<file path="src/rtl/srsd_pkg.sv">
// ----------------------------------------------------------------------------
// srsd_pkg: shared types and constants of the SYN ratio scan detector
// Field widths, status codes, ethertypes and the front-to-back command word.
// ----------------------------------------------------------------------------
package srsd_pkg;

	localparam int TableDepth = 1024;
	localparam int IdxW       = $clog2(TableDepth);
	localparam int UsedW      = IdxW + 1;
	localparam int CountW     = 32;
	localparam int QDepth     = 4;
	localparam int QPtrW      = $clog2(QDepth);

	localparam logic [15:0] EtIpv4 = 16'h0800;
	localparam logic [15:0] EtArp  = 16'h0806;
	localparam logic [15:0] EtRarp = 16'h8035;
	localparam logic [15:0] EtPup  = 16'h0200;
	localparam logic [15:0] MinIpLen  = 16'd34;
	localparam logic [15:0] MinTcpLen = 16'd54;
	localparam logic [7:0]  FlSyn    = 8'h02;
	localparam logic [7:0]  FlSynAck = 8'h12;
	localparam logic [15:0] ThreshReset = 16'd3;

	typedef enum logic [3:0] {
		ST_MATCHED   = 4'd0,
		ST_NEW       = 4'd1,
		ST_IGNORED   = 4'd2,
		ST_FULL      = 4'd3,
		ST_SHORT_IP  = 4'd4,
		ST_SHORT_TCP = 4'd5,
		ST_ARP       = 4'd6,
		ST_RARP      = 4'd7,
		ST_PUP       = 4'd8,
		ST_OTHER     = 4'd9,
		ST_REPORT    = 4'd10,
		ST_BAD_INDEX = 4'd11
	} status_t;

	typedef enum logic [1:0] {
		CMD_DONE  = 2'd0,
		CMD_PKT   = 2'd1,
		CMD_QUERY = 2'd2
	} cmd_kind_t;

	// word passed from the classifier to the table engine
	typedef struct packed {
		cmd_kind_t   kind;
		status_t     status;
		logic [31:0] src;
		logic [31:0] dst;
		logic [7:0]  flags;
		logic [9:0]  qidx;
	} cmd_t;

	typedef struct packed {
		logic [3:0]  status;
		logic [9:0]  entry_index;
		logic [31:0] first_addr;
		logic [31:0] second_addr;
		logic [31:0] connect_requests;
		logic [31:0] success_responses;
		logic [31:0] ratio;
		logic        scan_alert;
	} result_t;

endpackage

</file>
<file path="src/rtl/srsd_if.sv">
// ----------------------------------------------------------------------------
// srsd_in_if / srsd_out_if / srsd_cfg_if: handshake channels
// Valid/ready channels carrying the input word, the result word and config.
// ----------------------------------------------------------------------------
interface srsd_in_if;
	logic        valid;
	logic        ready;
	logic        opcode;
	logic [15:0] frame_type;
	logic [15:0] frame_length;
	logic [31:0] src_addr;
	logic [31:0] dst_addr;
	logic [7:0]  tcp_flags;
	logic [9:0]  query_index;
	modport source (output valid, opcode, frame_type, frame_length, src_addr, dst_addr,
		tcp_flags, query_index, input ready);
	modport sink (input valid, opcode, frame_type, frame_length, src_addr, dst_addr,
		tcp_flags, query_index, output ready);
endinterface


</file>
<file path="src/rtl/srsd_front.sv">
// ----------------------------------------------------------------------------
// srsd_front: classifier and command queue
// Classifies each word by opcode, ethertype and length, and queues a command.
// ----------------------------------------------------------------------------
module srsd_front (
	input  logic              clk,
	input  logic              arst_n,
	srsd_in_if.sink           in_ch,
	output srsd_pkg::cmd_t    cmd,
	output logic              cmd_valid,
	input  logic              cmd_ready
);
	import srsd_pkg::*;

	cmd_t            q_mem [QDepth];
	logic [QPtrW:0]  wr_q, rd_q;
	logic            full, empty;
	cmd_t            cls;

	assign full  = (wr_q[QPtrW] != rd_q[QPtrW]) && (wr_q[QPtrW-1:0] == rd_q[QPtrW-1:0]);
	assign empty = (wr_q == rd_q);
	assign in_ch.ready = !full;
	assign cmd_valid   = !empty;
	assign cmd         = q_mem[rd_q[QPtrW-1:0]];

	// classification
	always_comb begin
		cls.src    = in_ch.src_addr;
		cls.dst    = in_ch.dst_addr;
		cls.flags  = in_ch.tcp_flags;
		cls.qidx   = in_ch.query_index;
		cls.kind   = CMD_DONE;
		cls.status = ST_OTHER;
		priority if (in_ch.opcode) begin
			cls.kind = CMD_QUERY;
			cls.status = ST_REPORT;
		end else if (in_ch.frame_type == EtArp) begin
			cls.status = ST_ARP;
		end else if (in_ch.frame_type == EtRarp) begin
			cls.status = ST_RARP;
		end else if (in_ch.frame_type == EtPup) begin
			cls.status = ST_PUP;
		end else if (in_ch.frame_type != EtIpv4) begin
			cls.status = ST_OTHER;
		end else if (in_ch.frame_length < MinIpLen) begin
			cls.status = ST_SHORT_IP;
		end else if (in_ch.frame_length < MinTcpLen) begin
			cls.status = ST_SHORT_TCP;
		end else begin
			cls.kind = CMD_PKT;
			cls.status = ST_MATCHED;
		end
	end

	// queue storage
	always_ff @(posedge clk) begin
		if (in_ch.valid && !full) q_mem[wr_q[QPtrW-1:0]] <= cls;
	end

	always_ff @(posedge clk or negedge arst_n) begin
		if (!arst_n) begin
			wr_q <= '0;
			rd_q <= '0;
		end else begin
			if (in_ch.valid && !full) wr_q <= wr_q + 1'b1;
			if (cmd_valid && cmd_ready) rd_q <= rd_q + 1'b1;
		end
	end

endmodule

</file>
<file path="src/flat_wrapper.sv">
// flat-port wrapper written by rule: the top's interface ports become plain ports
module srsd_front_flat import srsd_pkg::*;
  (clk, arst_n, cmd, cmd_valid, cmd_ready, in_ch_valid, in_ch_opcode, in_ch_frame_type, in_ch_frame_length, in_ch_src_addr, in_ch_dst_addr, in_ch_tcp_flags, in_ch_query_index, in_ch_ready);
  srsd_in_if in_ch_i ();
  input  logic clk;
  input  logic arst_n;
  output srsd_pkg::cmd_t cmd;
  output logic cmd_valid;
  input  logic cmd_ready;
  input wire logic [$bits(in_ch_i.valid)-1:0] in_ch_valid;
  input wire logic [$bits(in_ch_i.opcode)-1:0] in_ch_opcode;
  input wire logic [$bits(in_ch_i.frame_type)-1:0] in_ch_frame_type;
  input wire logic [$bits(in_ch_i.frame_length)-1:0] in_ch_frame_length;
  input wire logic [$bits(in_ch_i.src_addr)-1:0] in_ch_src_addr;
  input wire logic [$bits(in_ch_i.dst_addr)-1:0] in_ch_dst_addr;
  input wire logic [$bits(in_ch_i.tcp_flags)-1:0] in_ch_tcp_flags;
  input wire logic [$bits(in_ch_i.query_index)-1:0] in_ch_query_index;
  output wire logic [$bits(in_ch_i.ready)-1:0] in_ch_ready;
  assign in_ch_i.valid = in_ch_valid;
  assign in_ch_i.opcode = in_ch_opcode;
  assign in_ch_i.frame_type = in_ch_frame_type;
  assign in_ch_i.frame_length = in_ch_frame_length;
  assign in_ch_i.src_addr = in_ch_src_addr;
  assign in_ch_i.dst_addr = in_ch_dst_addr;
  assign in_ch_i.tcp_flags = in_ch_tcp_flags;
  assign in_ch_i.query_index = in_ch_query_index;
  assign in_ch_ready = in_ch_i.ready;
  srsd_front u_core (.clk(clk), .arst_n(arst_n), .in_ch(in_ch_i), .cmd(cmd), .cmd_valid(cmd_valid), .cmd_ready(cmd_ready));
endmodule
</file>
<file path="config.mk">
export PLATFORM = sky130hd
export DESIGN_NAME = srsd_front_flat
export DESIGN_NICKNAME = d
export VERILOG_FILES = /design/src/rtl/srsd_pkg.sv /design/src/rtl/srsd_if.sv /design/src/rtl/srsd_front.sv /design/src/flat_wrapper.sv
export SDC_FILE = /design/constraint.sdc
export NUM_CORES = 1
export LEC_CHECK = 0
export BUFFER_PORTS_ARGS = -buffer_cell sky130_fd_sc_hd__buf_2
export CAP_MARGIN = 20
export CORE_ASPECT_RATIO = 0.7
export CORE_UTILIZATION = 35
export CTS_BUF_LIST = sky130_fd_sc_hd__clkbuf_8
export CTS_CLUSTER_SIZE = 24
export DETAILED_ROUTE_END_ITERATION = 12
export GPL_ROUTABILITY_DRIVEN = 0
export HOLD_SLACK_MARGIN = 0.1
export PLACE_DENSITY_LB_ADDON = 0.12
export SLEW_MARGIN = 30
export SYNTH_ARGS = -nofsm -noshare
export SYNTH_HDL_FRONTEND = slang
export SYNTH_SLANG_ARGS = --single-unit
</file>
<file path="constraint.sdc">
create_clock -name clk -period 3.89 [get_ports clk]
set_input_delay 0.778 -clock clk [delete_from_list [all_inputs] [get_ports clk]]
set_output_delay 0.778 -clock clk [all_outputs]
set_load 0.01 [all_outputs]
</file>
Word-level counts from Yosys, hierarchy flattened
Memory sizes are Yosys's and may differ from the RTL's.
Cells that the tools add are included.
Widths: inputs -> output; s select.
- add/sub/neg operators: 2
- order comparisons: 2
- equal/unequal tests: 7
- mux-type cells: 15
- reduce and logical (&&, ||, !) cells: 5
- operators by type and width (kind ; number):
    $lt 16x6->1 const B ; 2
    $mux 4 ; 5
    $eq 16x10->1 const B ; 1
    $eq 16x12->1 const B ; 1
    $eq 16x16->1 const B ; 1
    $ne 16x12->1 const B ; 1
    $mux 2 ; 5
    $add 3x1->3 const B ; 2
    $mux 6 ; 1
    $eq 3x3->1 ; 1
    $logic_and 1x1->1 ; 3
    $mux 1 ; 3
    $mux 3 ; 1
    $eq 2x2->1 ; 1
    $logic_not 1->1 ; 2
    $ne 1x1->1 ; 1
- register bits: 6
- memory bits (writable): 352
- input port bits: 119
- word-level logic and storage cells: 34
- memories: 1
- memory list (name ; words ; bits a word ; read ports ; clocked after memory_dff ; write ports ; RTL line ; text):
    u_core.q_mem ; 4 ; 88 ; 1 ; 0 ; 1 ; srsd_front.sv:15 ; cmd_t q_mem [QDepth];

Depth between registers and ports, before layout
Gate-level depths: netlist of run 1.
- word-level depth: 8
- depth in mapped cells: 5
- gate-level depth less buffers: 4

Least setup slack after synthesis of run 1
No wires, ideal clock.
- path kind: flip-flop to flip-flop
- start: reg u_core.rd_q[0]
- end: mem u_core.q_mem[3][0] (netlist name), enable pin
- library setup time: 459 ps
- arrival: 3012 ps
- data required time: 3431 ps
- path slack: 419 ps
- stages on the path, launching flop included: 5
- buffers on the path: 1
- clock period less this slack: 3471 ps
- cell sequence: dfrtp_1 buf_2 xnor2_1 nand3_1 and3_1
- word-level cells in the longest chain between the ends: 6
- ends and longest elaborated chain (element ; RTL line ; text):
    start: declaration ; srsd_front.sv:16 ; logic [QPtrW:0] wr_q, rd_q;
    start signal: assignment ; srsd_front.sv:66 ; if (cmd_valid && cmd_ready) rd_q <= rd_q + 1'b1;
    $eq 2x2->1 ; srsd_front.sv:20 ; assign full = (wr_q[QPtrW] != rd_q[QPtrW]) && (wr_q[QPtrW-1:0] == rd_q[QPtrW-1:0]);
    $logic_and 1x1->1 ; srsd_front.sv:20 ;
    $logic_not 1->1 ; n/a ;
    named net in_ch_ready ; flat_wrapper.sv:18 ; output wire logic [$bits(in_ch_i.ready)-1:0] in_ch_ready;
    $logic_and 1x1->1 ; srsd_front.sv:57 ; if (in_ch.valid && !full) q_mem[wr_q[QPtrW-1:0]] <= cls;
    $mux 1 ; srsd_front.sv:57 ;
    $mux 1 (not written as such) ; srsd_front.sv:57 ;
    end: declaration ; srsd_front.sv:15 ;
The timed path passes the listed nets, and every way through them passes these cells.

==> results of run 1 <==
==> worst paths after layout <==
| check | end | startpoint |
|---|---|---|
| worst min-delay path | u_core.q_mem[0][12] | in_ch_tcp_flags[2] |
| worst max register to register | u_core.q_mem[0][79] | u_core.rd_q[1] |
| worst max-delay path | cmd[85] | u_core.rd_q[0] |
| worst min register to register | u_core.wr_q[2] | u_core.wr_q[2] |
| min in group asynchronous | u_core.wr_q[2] | arst_n |
| max in group asynchronous | u_core.rd_q[0] | arst_n |
==> area by class of cell <==
| type | instances | share of cell area |
|---|---|---|
| sequential | 358 | 0.670 |
| tap | 488 | 0.0382 |
| antenna | 2 | 0.000313 |
| clock buffer | 57 | 0.0490 |
| clock inverter | 42 | 0.0152 |
| timing repair buffer | 221 | 0.0754 |
| inverter | 3 | 0.000704 |
| multi-input combinational | 139 | 0.151 |
==> cell usage after synthesis (2+ instances only) <==
cell type,count
dfrtp_1,6
a211oi_1,2
nand3_1,3
mux4_2,88
clkbuf_1,6
xnor2_1,5
a21oi_1,2
a21o_1,2
and3_1,5
buf_2,11
ha_1,5
nand2_1,3
nor4_1,3
inv_1,3
buf_4,2
nand4_1,2
edfxtp_1,352
xor2_1,2
==> stage by stage <==
step	setup WS [ns]	total power, mW	cells	utilization	area (µm²)
after floorplan	0.419	7.84	520	-	13200
after global placement	1.13	9.26	1208	0.402	15000
after detailed placement	1.14	9.36	1208	0.402	15000
after CTS	0.482	12.4	1308	0.430	16000
after global routing	0.414	12.7	1308	0.430	16000
final	0.632	12.1	1310	0.430	16000
==> power breakdown <==
group | switching, mW | internal (mW) | total, mW | leakage (nW)
combinational | 1.94 | 1.65 | 3.58 | 1.62
clock | 1.41 | 1.55 | 2.95 | 0.579
sequential | 0.307 | 5.21 | 5.52 | 3.29
total | 3.65 | 8.41 | 12.1 | 5.48
==> flip-flops by register name, indices dropped and copies added (netlist names) <==
signal and cells:
u_core.rd_q 3, u_core.q_mem 352, u_core.wr_q 3
==> kinds of logic (layout without fill, tap and decap cells) <==
family          Yosys count  in the layout  synth area share
other cells               0              2                 0
fa+ha+maj                 5              5           0.00473
flops                   358            358             0.811
buf+inv                  23            323           0.00814
compound gates            9              9           0.00502
simple gates             28             28            0.0149
xor+xnor                  7              7           0.00464
mux                      90             90             0.152
==> cell usage in the layout, fill, tap and decap left out, types with 3 or more instances in the layout <==
cell and n:
clkinv_2 3, bufinv_16 3, buf_12 5, nand2_1 3, mux4_2 88, edfxtp_1 352, clkbuf_8 57, clkinv_1 19
and3_4 4, nor4_1 3, buf_4 8, xnor2_1 5, buf_2 207, inv_1 19, dfrtp_1 4, nand3_1 3
ha_1 5
==> worst max-delay path: cells and delay by family, from the launching register on <==
family   cells  cell delay, ns
buf+inv      2            0.59
flops        1            0.65
mux          1            0.59
==> metal layers <==
metal / vias up / GRT usage
met4: 2 / 0.0431
met1: 3253 / 0.177
met2: 159 / 0.240
met5: - / 0
li1: 2780 / -
met3: 51 / 0.0459
==> what timing repair did <==
item,in CTS,in global routing
hold buffers,1,0
setup buffers,0,0
hold endpoints to repair,6,0
==> flow_summary_export.csv, run 1 <==
group,metric,value,unit
yosys,synth.area.top_cells,"edfxtp_1 80%, mux4_2 15%, dfrtp_1 1.1%, ha_1 0.47%, buf_2 0.42%",
yosys,synth.lib_cells_used.distinct,36,
job,max_cap_viol_count,0,
detailed_routing,post_drt_wl_per_cell,20.7,µm
status,outcome,"finished clean",
worst_hold_path,min-delay-path-class,"in -> reg",
finish,multi_input_comb_area,0.00241,mm²
detailed_routing,routed-wl-met2,13500,µm
worst_setup_path,r2r.worst_path.cells,4,
clocking,cts_htree_levels,2,
pwr,peak_supply_drop,369,µV
floorplanning,die_w,234,µm
detailed_routing,routed.top_layer,"met5",
sta,setup_viol_count_final,0,
grt,grt_max_degree,63,
placement,place.port_buffers,207,
detailed_routing,vias_per_cell,4.77,
yosys,synth_top_cell_by_area,"edfxtp_1",
worst_hold_path,min_delay_path_depth,1,
sta,final_hold_violations,0,
worst_setup_path,largest_stage_delay_worst_path,0.65,ns
worst_setup_path,timing.critical_path.slowest_stage_cell,"dfrtp_4",
yosys,yosys_warnings,0,
detailed_routing,drt-pass1-iter-count,4,
clocking,clock_pin_slew_reported_for_the_worst_setup_and_hold_paths_after_clock_tree_synthesis,0.06,ns
clocking,clock_tree.root_cell,"clkbuf_8",
worst_setup_path,crit_path_cell_trace,"buf_12 > mux4_2 > buf_2",
finish,seq_area,0.0107,mm²
worst_setup_path,timing.critical_path.to_type,"primary output",
clocking,number_of_buffers_added_by_the_clock_tree_synthesis_step,55,
pwr,power.leakage,5.48,nW
clocking,cts_buffer_depth,3,
finish,drive_gt1_frac,0.467,
detailed_routing,wl_met3,1820,µm
detailed_routing,route.antenna.remaining_nets,0,
worst_setup_path,cp_data_required_time,3.11,ns
detailed_routing,detail_route.wirelength.met1,11300,µm
yosys,synthesis.nets,644,
floorplanning,io_pins,209,
detailed_routing,route.final.wire_length,27100,µm
sta,finalMaxSlewViolations,0,
worst_setup_path,cp_data_arrival_time,2.48,ns
yosys,share_of_the_synthesized_area_in_the_top_cell_type,0.800,
yosys,number_of_enable_type_register_cells_in_the_synthesized_netlist,352,
yosys,synth_async_sr_flop_share,0.0168,
sta,rsz0062_at_grt,"no",
clocking,cts.repair.resized,0,
clocking,cts_tree,"yes",
floorplanning,floorplan.die_area,0.0386,mm²
grt,grt-ovfl-total,0,
yosys,synth.yosys.seq_area_share,0.811,
yosys,synthCells,520,
detailed_routing,drtIter0Drc,384,
finish,fillerInstances,3271,
clocking,clkSinkCount,358,
sta,tightest_slew,0.660,ns
grt,grt_antenna_before_repair,4,
sta,period_share,0.838,
placement,place.detailed.hpwl,16100,µm
clocking,worstSkewPairLatency,0.58,ns
worst_setup_path,setup.reg_to_reg.worst_slack,1.32,ns
sta,fmaxAchievable,307,MHz
floorplanning,initial_core_util,0.355,
worst_setup_path,criticalPathCategory,"reg -> out",
finish,flow.area_growth_from_synthesis,21.0,%
floorplanning,core_area,0.0372,mm²
floorplanning,die_h,165,µm
sta,timing.final.crit_period,3.26,ns
sta,fin_setup_tns,0,ns
grt,grt_pass1_vias,7070,
detailed_routing,via_count,6245,
yosys,synth_area,0.0132,mm²
sta,final.setup_skew,0.0214,ns
floorplanning,rows,59,
sta,finalHoldWorstSlack,0.407,ns
worst_setup_path,critPathMaxFanout,53,
yosys,ys_dominant_reg_cell,"edfxtp_1",
sta,slew_headroom,0.556,
grt,grtUsageTotal,0.143,
pwr,pwr_density_cell,754,mW/mm²
yosys,yosys_register_bits,358,
detailed_routing,drt_drc_violations_left,0,
finish,layout.nets,902,
worst_setup_path,critPathLaunchType,"flip-flop",
yosys,synth_area_per_cell,25.4,µm²
grt,grt_pass1_wl,41000,µm
No activity file was read; power rests on OpenSTA's default activity.
==> inputs of run 2 (changes only) <==
- clock period: 3.89 -> 3.1 ns (I/O delays scaled with it)
==> run 2 against run 1 <==
Effect of this change: final cell count fell by 0.23%; sequential power grew 24%; setup slack got worse by 0.31 ns; total power rose by 24%; sequential share of layout area fell by 0.084 points; highest routed layer unchanged.
==> flow_summary_export.csv, run 2 (synthesis gave the netlist of run 1 again) <==
group,metric,value,unit
detailed_routing,route.antenna.remaining_nets,0,
pwr,power.share.clock,0.226,
finish,multi_input_comb_area,0.00241,mm²
worst_hold_path,min-delay-path-class,"in -> reg",
detailed_routing,route.final.wire_length,26900,µm
grt,grtUsageTotal,0.139,
grt,grt_pass1_wl,39700,µm
detailed_routing,vias_per_cell,4.82,
floorplanning,rows,59,
detailed_routing,drtIter0Drc,311,
grt,grt_pass1_vias,6950,
finish,finalInstanceArea,0.0160,mm²
detailed_routing,post_drt_wl_per_cell,20.6,µm
pwr,seqPwrFrac,0.457,
worst_setup_path,r2r.worst_path.cells,4,
floorplanning,die_w,234,µm
floorplanning,initial_core_util,0.355,
sta,final_hold_violations,0,
pwr,peak_supply_drop,486,µV
sta,fmaxAchievable,360,MHz
floorplanning,floorplan.die_area,0.0386,mm²
worst_setup_path,timing.critical_path.to_type,"primary output",
detailed_routing,drt_drc_violations_left,0,
worst_setup_path,setup.reg_to_reg.worst_slack,0.84,ns
sta,fin_setup_tns,0,ns
clocking,cts_buffer_depth,3,
placement,place.port_buffers,207,
pwr,power.leakage,5.49,nW
grt,grt-ovfl-total,0,
finish,flow.area_growth_from_synthesis,21.2,%
sta,finalHoldWorstSlack,0.237,ns
clocking,number_of_buffers_added_by_the_clock_tree_synthesis_step,56,
worst_setup_path,criticalPathCategory,"reg -> out",
finish,drive_gt1_frac,0.474,
sta,setup_viol_count_final,0,
detailed_routing,drt-pass1-iter-count,4,
clocking,worstSkewPairLatency,0.60,ns
clocking,clkSinkCount,358,
pwr,switching_share,0.307,
clocking,cts_tree,"yes",
job,max_cap_viol_count,0,
grt,met1_usage,0.170,
sta,final.setup_skew,0.0269,ns
detailed_routing,via_count,6304,
finish,number_of_flip_flops_in_the_largest_register,352,
grt,grt_max_degree,46,
clocking,clock_tree.root_cell,"clkbuf_8",
floorplanning,io_pins,209,
pwr,power_frac_comb,0.317,
sta,timing.final.crit_period,2.78,ns
grt,global_route.usage.met3,0.0458,
finish,layout.nets,906,
placement,place.detailed.hpwl,15900,µm
floorplanning,die_h,165,µm
finish,fillerInstances,3308,
grt,grt_util_met2,0.231,
finish,layout.cells.most_common,"edfxtp_1",
sta,finalMaxSlewViolations,0,
sta,period_share,0.897,
finish,seq_area,0.0107,mm²
sta,tightest_slew,0.488,ns
worst_setup_path,critPathLaunchType,"flip-flop",
worst_hold_path,min_delay_path_depth,1,
grt,grt_antenna_before_repair,3,
pwr,pwr_density_cell,935,mW/mm²
finish,layout_common_cells,"352 x edfxtp_1, 207 x buf_2, 88 x mux4_2",
clocking,cts_htree_levels,2,
sta,rsz0062_at_grt,"no",
grt,busiest_layer,"met2",
floorplanning,core_area,0.0372,mm²
placement,placement.setup.worst_slack,0.626,ns
status,outcome,"finished clean",
sta,final.setup.worst_slack,0.318,ns
placement,detailed_place.area,0.0150,mm²
clocking,clock_pin_slew_reported_for_the_worst_setup_and_hold_paths_after_clock_tree_synthesis,0.06,ns
pwr,power.internal,10.4,mW
worst_setup_path,cp_data_required_time,2.48,ns
sta,slew_headroom,0.675,
pwr,netSwitchingPower,4.59,mW
worst_setup_path,critPathMaxFanout,45,
worst_setup_path,cp_data_arrival_time,2.16,ns
finish,post-route-util,0.431,
[run 2: cell types whose count changed in the layout (fill, tap and decap cells not counted), sizes merged]
| cell | previous run | this run |
|---|---|---|
| inv | 19 | 26 |
| clkinv | 22 | 10 |
| clkbuf | 57 | 56 |
| bufinv | 3 | 0 |
| buf | 220 | 223 |
| clkinvlp | 1 | 4 |
[run 2: metal layers]
layer,wire length (µm),up-vias
met1,10900,3280
met3,1760,71
met2,13400,159
met4,753,2
met5,17,-
li1,-,2792
[run 2: power by group through the flow]
| stage | registers (mW) | logic (mW) | clock network [mW] |
|---|---|---|---|
| 6_report | 6.85 | 4.75 | 3.39 |
| 5_1_grt | 6.94 | 5.18 | 3.73 |
| 4_1_cts | 6.97 | 4.77 | 3.54 |
| 3_5_place_dp | 7.06 | 4.74 | 0 |
| 3_3_place_gp | 6.99 | 4.71 | 0 |
| 2_1_floorplan | 6.82 | 2.97 | 0 |
[run 2: worst max-delay path, stage by stage (launching register included)]
cell	delay, ns
dfrtp_4	0.65
buf_12	0.31
mux4_2	0.38
buf_2	0.16
[run 2: final cells by class]
type / count / share of cell area
multi-input cells: 139 / 0.150
repair buffers: 224 / 0.0824
inverters: 3 / 0.000703
clock buffers: 56 / 0.0481
flip-flops and latches: 358 / 0.670
well taps: 488 / 0.0381
clock inverters: 37 / 0.0102
diodes: 2 / 0.000312
[run 2: repair_timing]
action,4_1_cts,5_1_grt
hold buffers,1,0
setup buffers,0,3
endpoints found under the hold margin,6,0
endpoints found under the setup margin,13,9
cloned,0,0
gates resized for setup,1,0
[run 2: metrics by stage]
stage               instances  total power, mW
finish                   1307             15.0
global placement         1208             11.7
global route             1305             15.8
CTS                      1302             15.3
floorplan                 520             9.78
detailed placement       1208             11.8
[run 2: path summary, 6_finish.rpt]
check | start | endpoint
setup / recovery | u_core.rd_q[1] | cmd[35]
hold / removal | in_ch_src_addr[7] | u_core.q_mem[2][57]
hold reg to reg | u_core.wr_q[2] | u_core.wr_q[2]
max in group asynchronous | arst_n | u_core.rd_q[1]
setup reg to reg | u_core.rd_q[1] | u_core.q_mem[2][25]
min in group asynchronous | arst_n | u_core.rd_q[2]
==> inputs of run 3 (changes only) <==
- ABC_AREA: unset -> 1
- CORE_ASPECT_RATIO: 0.7 -> unset
==> run 3 against run 2 <==
Effect of this change: combinational power increased by 11%; final cell count increased by 36%; synthesized cell count rose by 89%; hold slack worse by 0.022 ns; die area up 3.6%; setup slack lost 0.13 ns; sequential power decreased by 2%; sequential share of layout area decreased by 1.3 points; via count increased by 36%; maximum frequency down 4.6%; routed wire length grew 16%; highest routed layer unchanged.
==> flow_summary_export.csv, run 3 <==
group,metric,value,unit
worst_setup_path,cp_data_arrival_time,2.30,ns
detailed_routing,vias_per_cell,4.83,
placement,detailed_place.area,0.0153,mm²
floorplanning,die_h,200,µm
sta,final_hold_violations,0,
clocking,clock_tree.root_cell,"clkbuf_8",
finish,flow.area_growth_from_synthesis,19.2,%
finish,seq_area,0.0107,mm²
worst_setup_path,criticalPathCategory,"reg -> out",
pwr,pwr_density_cell,951,mW/mm²
yosys,synth_area_per_cell,13.9,µm²
finish,layout_common_cells,"352 x edfxtp_1, 211 x nor2_1, 207 x buf_2",
yosys,synth.lib_cells_used.distinct,26,
yosys,synth_top_cell_by_area,"edfxtp_1",
placement,place.port_buffers,207,
yosys,synth_xor_area_frac,0.00256,
sta,slew_headroom,0.436,
sta,setup_viol_count_final,0,
detailed_routing,drtIter0Drc,413,
clocking,cts_htree_levels,2,
grt,grt_pass1_wl,46600,µm
yosys,synth_async_sr_flop_share,0.0168,
grt,grt-ovfl-total,0,
floorplanning,initial_core_util,0.354,
yosys,multiplexer_area_fraction_after_synthesis,0,
clocking,cts_buffer_depth,3,
floorplanning,die_w,200,µm
sta,tightest_slew,0.846,ns
clocking,worstSkewPairLatency,0.62,ns
yosys,synth.yosys.seq_area_share,0.783,
clocking,cts_tree,"yes",
grt,grt_max_degree,123,
finish,fillerInstances,3595,
floorplanning,rows,72,
worst_setup_path,cp_data_required_time,2.48,ns
worst_setup_path,crit_path_cell_trace,"buf_12 > o21ai_0 > o22ai_1 > buf_2",
yosys,yosys.area_share.adder,0.00457,
yosys,share_of_the_synthesized_area_in_the_top_cell_type,0.772,
clocking,clock_pin_slew_reported_for_the_worst_setup_and_hold_paths_after_clock_tree_synthesis,0.06,ns
finish,drive_gt1_frac,0.239,
detailed_routing,via_count,8559,
worst_setup_path,timing.critical_path.slowest_stage_cell,"dfrtp_4",
worst_setup_path,critPathMaxFanout,122,
yosys,yosys_register_bits,358,
yosys,number_of_enable_type_register_cells_in_the_synthesized_netlist,352,
yosys,synth_compound_area_frac,0.107,
clocking,number_of_buffers_added_by_the_clock_tree_synthesis_step,59,
yosys,ys_dominant_reg_cell,"edfxtp_1",
finish,layout.cells.most_common,"edfxtp_1",
placement,placedCellCount,1669,
yosys,synthCells,985,
sta,final.setup_skew,0.0207,ns
yosys,synthesis.nets,1109,
detailed_routing,route.antenna.remaining_nets,0,
finish,multi_input_comb_area,0.00264,mm²
finish,layout.nets,1337,
worst_setup_path,timing.critical_path.to_type,"primary output",
clocking,clkSinkCount,358,
sta,rsz0062_at_grt,"no",
yosys,yosys_warnings,0,
yosys,synth.cells.most_frequent,"352 x edfxtp_1, 215 x nor2_1, 175 x o21ai_0",
grt,grt_pass1_vias,8073,
worst_setup_path,worstPathBufferInverterCount,2,
yosys,synth.area.top_cells,"edfxtp_1 77%, o21ai_0 6.4%, nor2_1 5.9%, o22ai_1 4.0%, dfrtp_1 1.1%",
floorplanning,io_pins,209,
sta,timing.final.crit_period,2.92,ns
yosys,synth_simple_gate_area_frac,0.0763,
yosys,combinational_family_with_the_most_area_after_synthesis,"compound AO/OA/AOI/OAI gates",
finish,post-route-util,0.423,
sta,fmaxAchievable,343,MHz
yosys,synth_area,0.0137,mm²
floorplanning,floorplan.die_area,0.0399,mm²
placement,place.detailed.hpwl,16900,µm
detailed_routing,drt_drc_violations_left,0,
floorplanning,core_area,0.0386,mm²
pwr,peak_supply_drop,521,µV
worst_setup_path,largest_stage_delay_worst_path,0.47,ns
sta,period_share,0.941,
pwr,power.leakage,5.82,nW
grt,grtUsageTotal,0.156,
detailed_routing,route.final.wire_length,31100,µm
finish,finalInstanceArea,0.0163,mm²
sta,finalHoldWorstSlack,0.215,ns
job,max_cap_viol_count,0,
detailed_routing,post_drt_wl_per_cell,17.6,µm
worst_hold_path,min-delay-path-class,"in -> reg",
grt,grt_antenna_before_repair,3,
worst_setup_path,path_delay_family,"buffers and inverters",
yosys,synth_most_common_cell,"edfxtp_1",
detailed_routing,drt-pass1-iter-count,5,
sta,finalMaxSlewViolations,0,
finish,instances_no_fill,1773,
finish,number_of_flip_flops_in_the_largest_register,352,
status,outcome,"finished clean",
worst_setup_path,critPathLaunchType,"flip-flop",
[run 3: cell types whose count changed after synthesis, sizes merged, moves of 4 or more]
cell	previous run	this run
o21ai	0	177
inv	3	21
clkbuf	6	31
buf	14	27
and3	5	0
xnor2	5	1
mux4	88	0
nand3	3	9
nor4	4	0
nor2	1	215
nand2	3	42
o22ai	0	88
[run 3: kinds of logic (layout without fill, tap and decap cells)]
group / Yosys count / count (layout)
other: 0 / 2
DFF: 358 / 358
buffers and inverters: 79 / 347
and+or+nand+nor: 270 / 270
xor gates and xnor gates: 4 / 4
adders and majority gates: 5 / 5
AOI/OAI and AO/OA: 269 / 269
[run 3: final cells by class]
class                      instances  area share
tap                              518      0.0397
clock inverter                    40     0.00942
multi-input combinational        548       0.161
clock buffer                      61      0.0514
sequential                       358       0.657
timing repair buffer             225      0.0761
antenna                            2    0.000306
inverter                          21     0.00498
[run 3: report_power, final]
group,leakage (nW),internal [mW],total [mW],switching [mW]
logic,1.93,1.68,5.29,3.62
registers,3.29,6.45,6.70,0.252
clock network,0.591,1.79,3.53,1.74
total,5.82,9.92,15.5,5.61
[run 3: worst paths after layout]
| check | start | end | slack (ns) | depth (start not counted) |
|---|---|---|---|---|
| worst max-delay path | u_core.rd_q[0] | cmd[84] | 0.18 | 4 |
| worst min-delay path | in_ch_dst_addr[3] | u_core.q_mem[2][21] | 0.21 | 1 |
| worst max register to register | u_core.rd_q[1] | u_core.q_mem[0][12] | 0.78 | 7 |
| worst min register to register | u_core.wr_q[2] | u_core.wr_q[2] | 0.54 | 2 |
| max in group asynchronous | arst_n | u_core.rd_q[1] | 2.52 | 2 |
| min in group asynchronous | arst_n | u_core.wr_q[0] | 0.40 | 2 |
[run 3: timing repair]
item                                    CTS  global route
gates resized for setup                   1             1
hold endpoints to repair                  6             0
hold buffers                              1             0
endpoints found under the setup margin    2             7
cloned                                    0             0
setup buffers                             0             0
[run 3: metrics by stage]
step	setup WS, ns	power (mW)	setup TNS (ns)
3_3_place_gp	0.671	12.2	0
2_1_floorplan	-0.707	10.0	-248.83
5_1_grt	0.000828	16.6	0
4_1_cts	0.0250	15.9	0
6_report	0.184	15.5	0
3_5_place_dp	0.664	12.3	0
[run 3: routing by layer]
metal / wire length, µm / GRT usage / vias to the layer above / part of all wire
met1: 13700 / 0.204 / 4135 / 0.44
met4: 635 / 0.0506 / 4 / 0.020
met3: 2130 / 0.0470 / 63 / 0.069
met2: 14600 / 0.247 / 241 / 0.47
li1: - / - / 4116 / -
met5: 27 / 0 / - / 0.00087
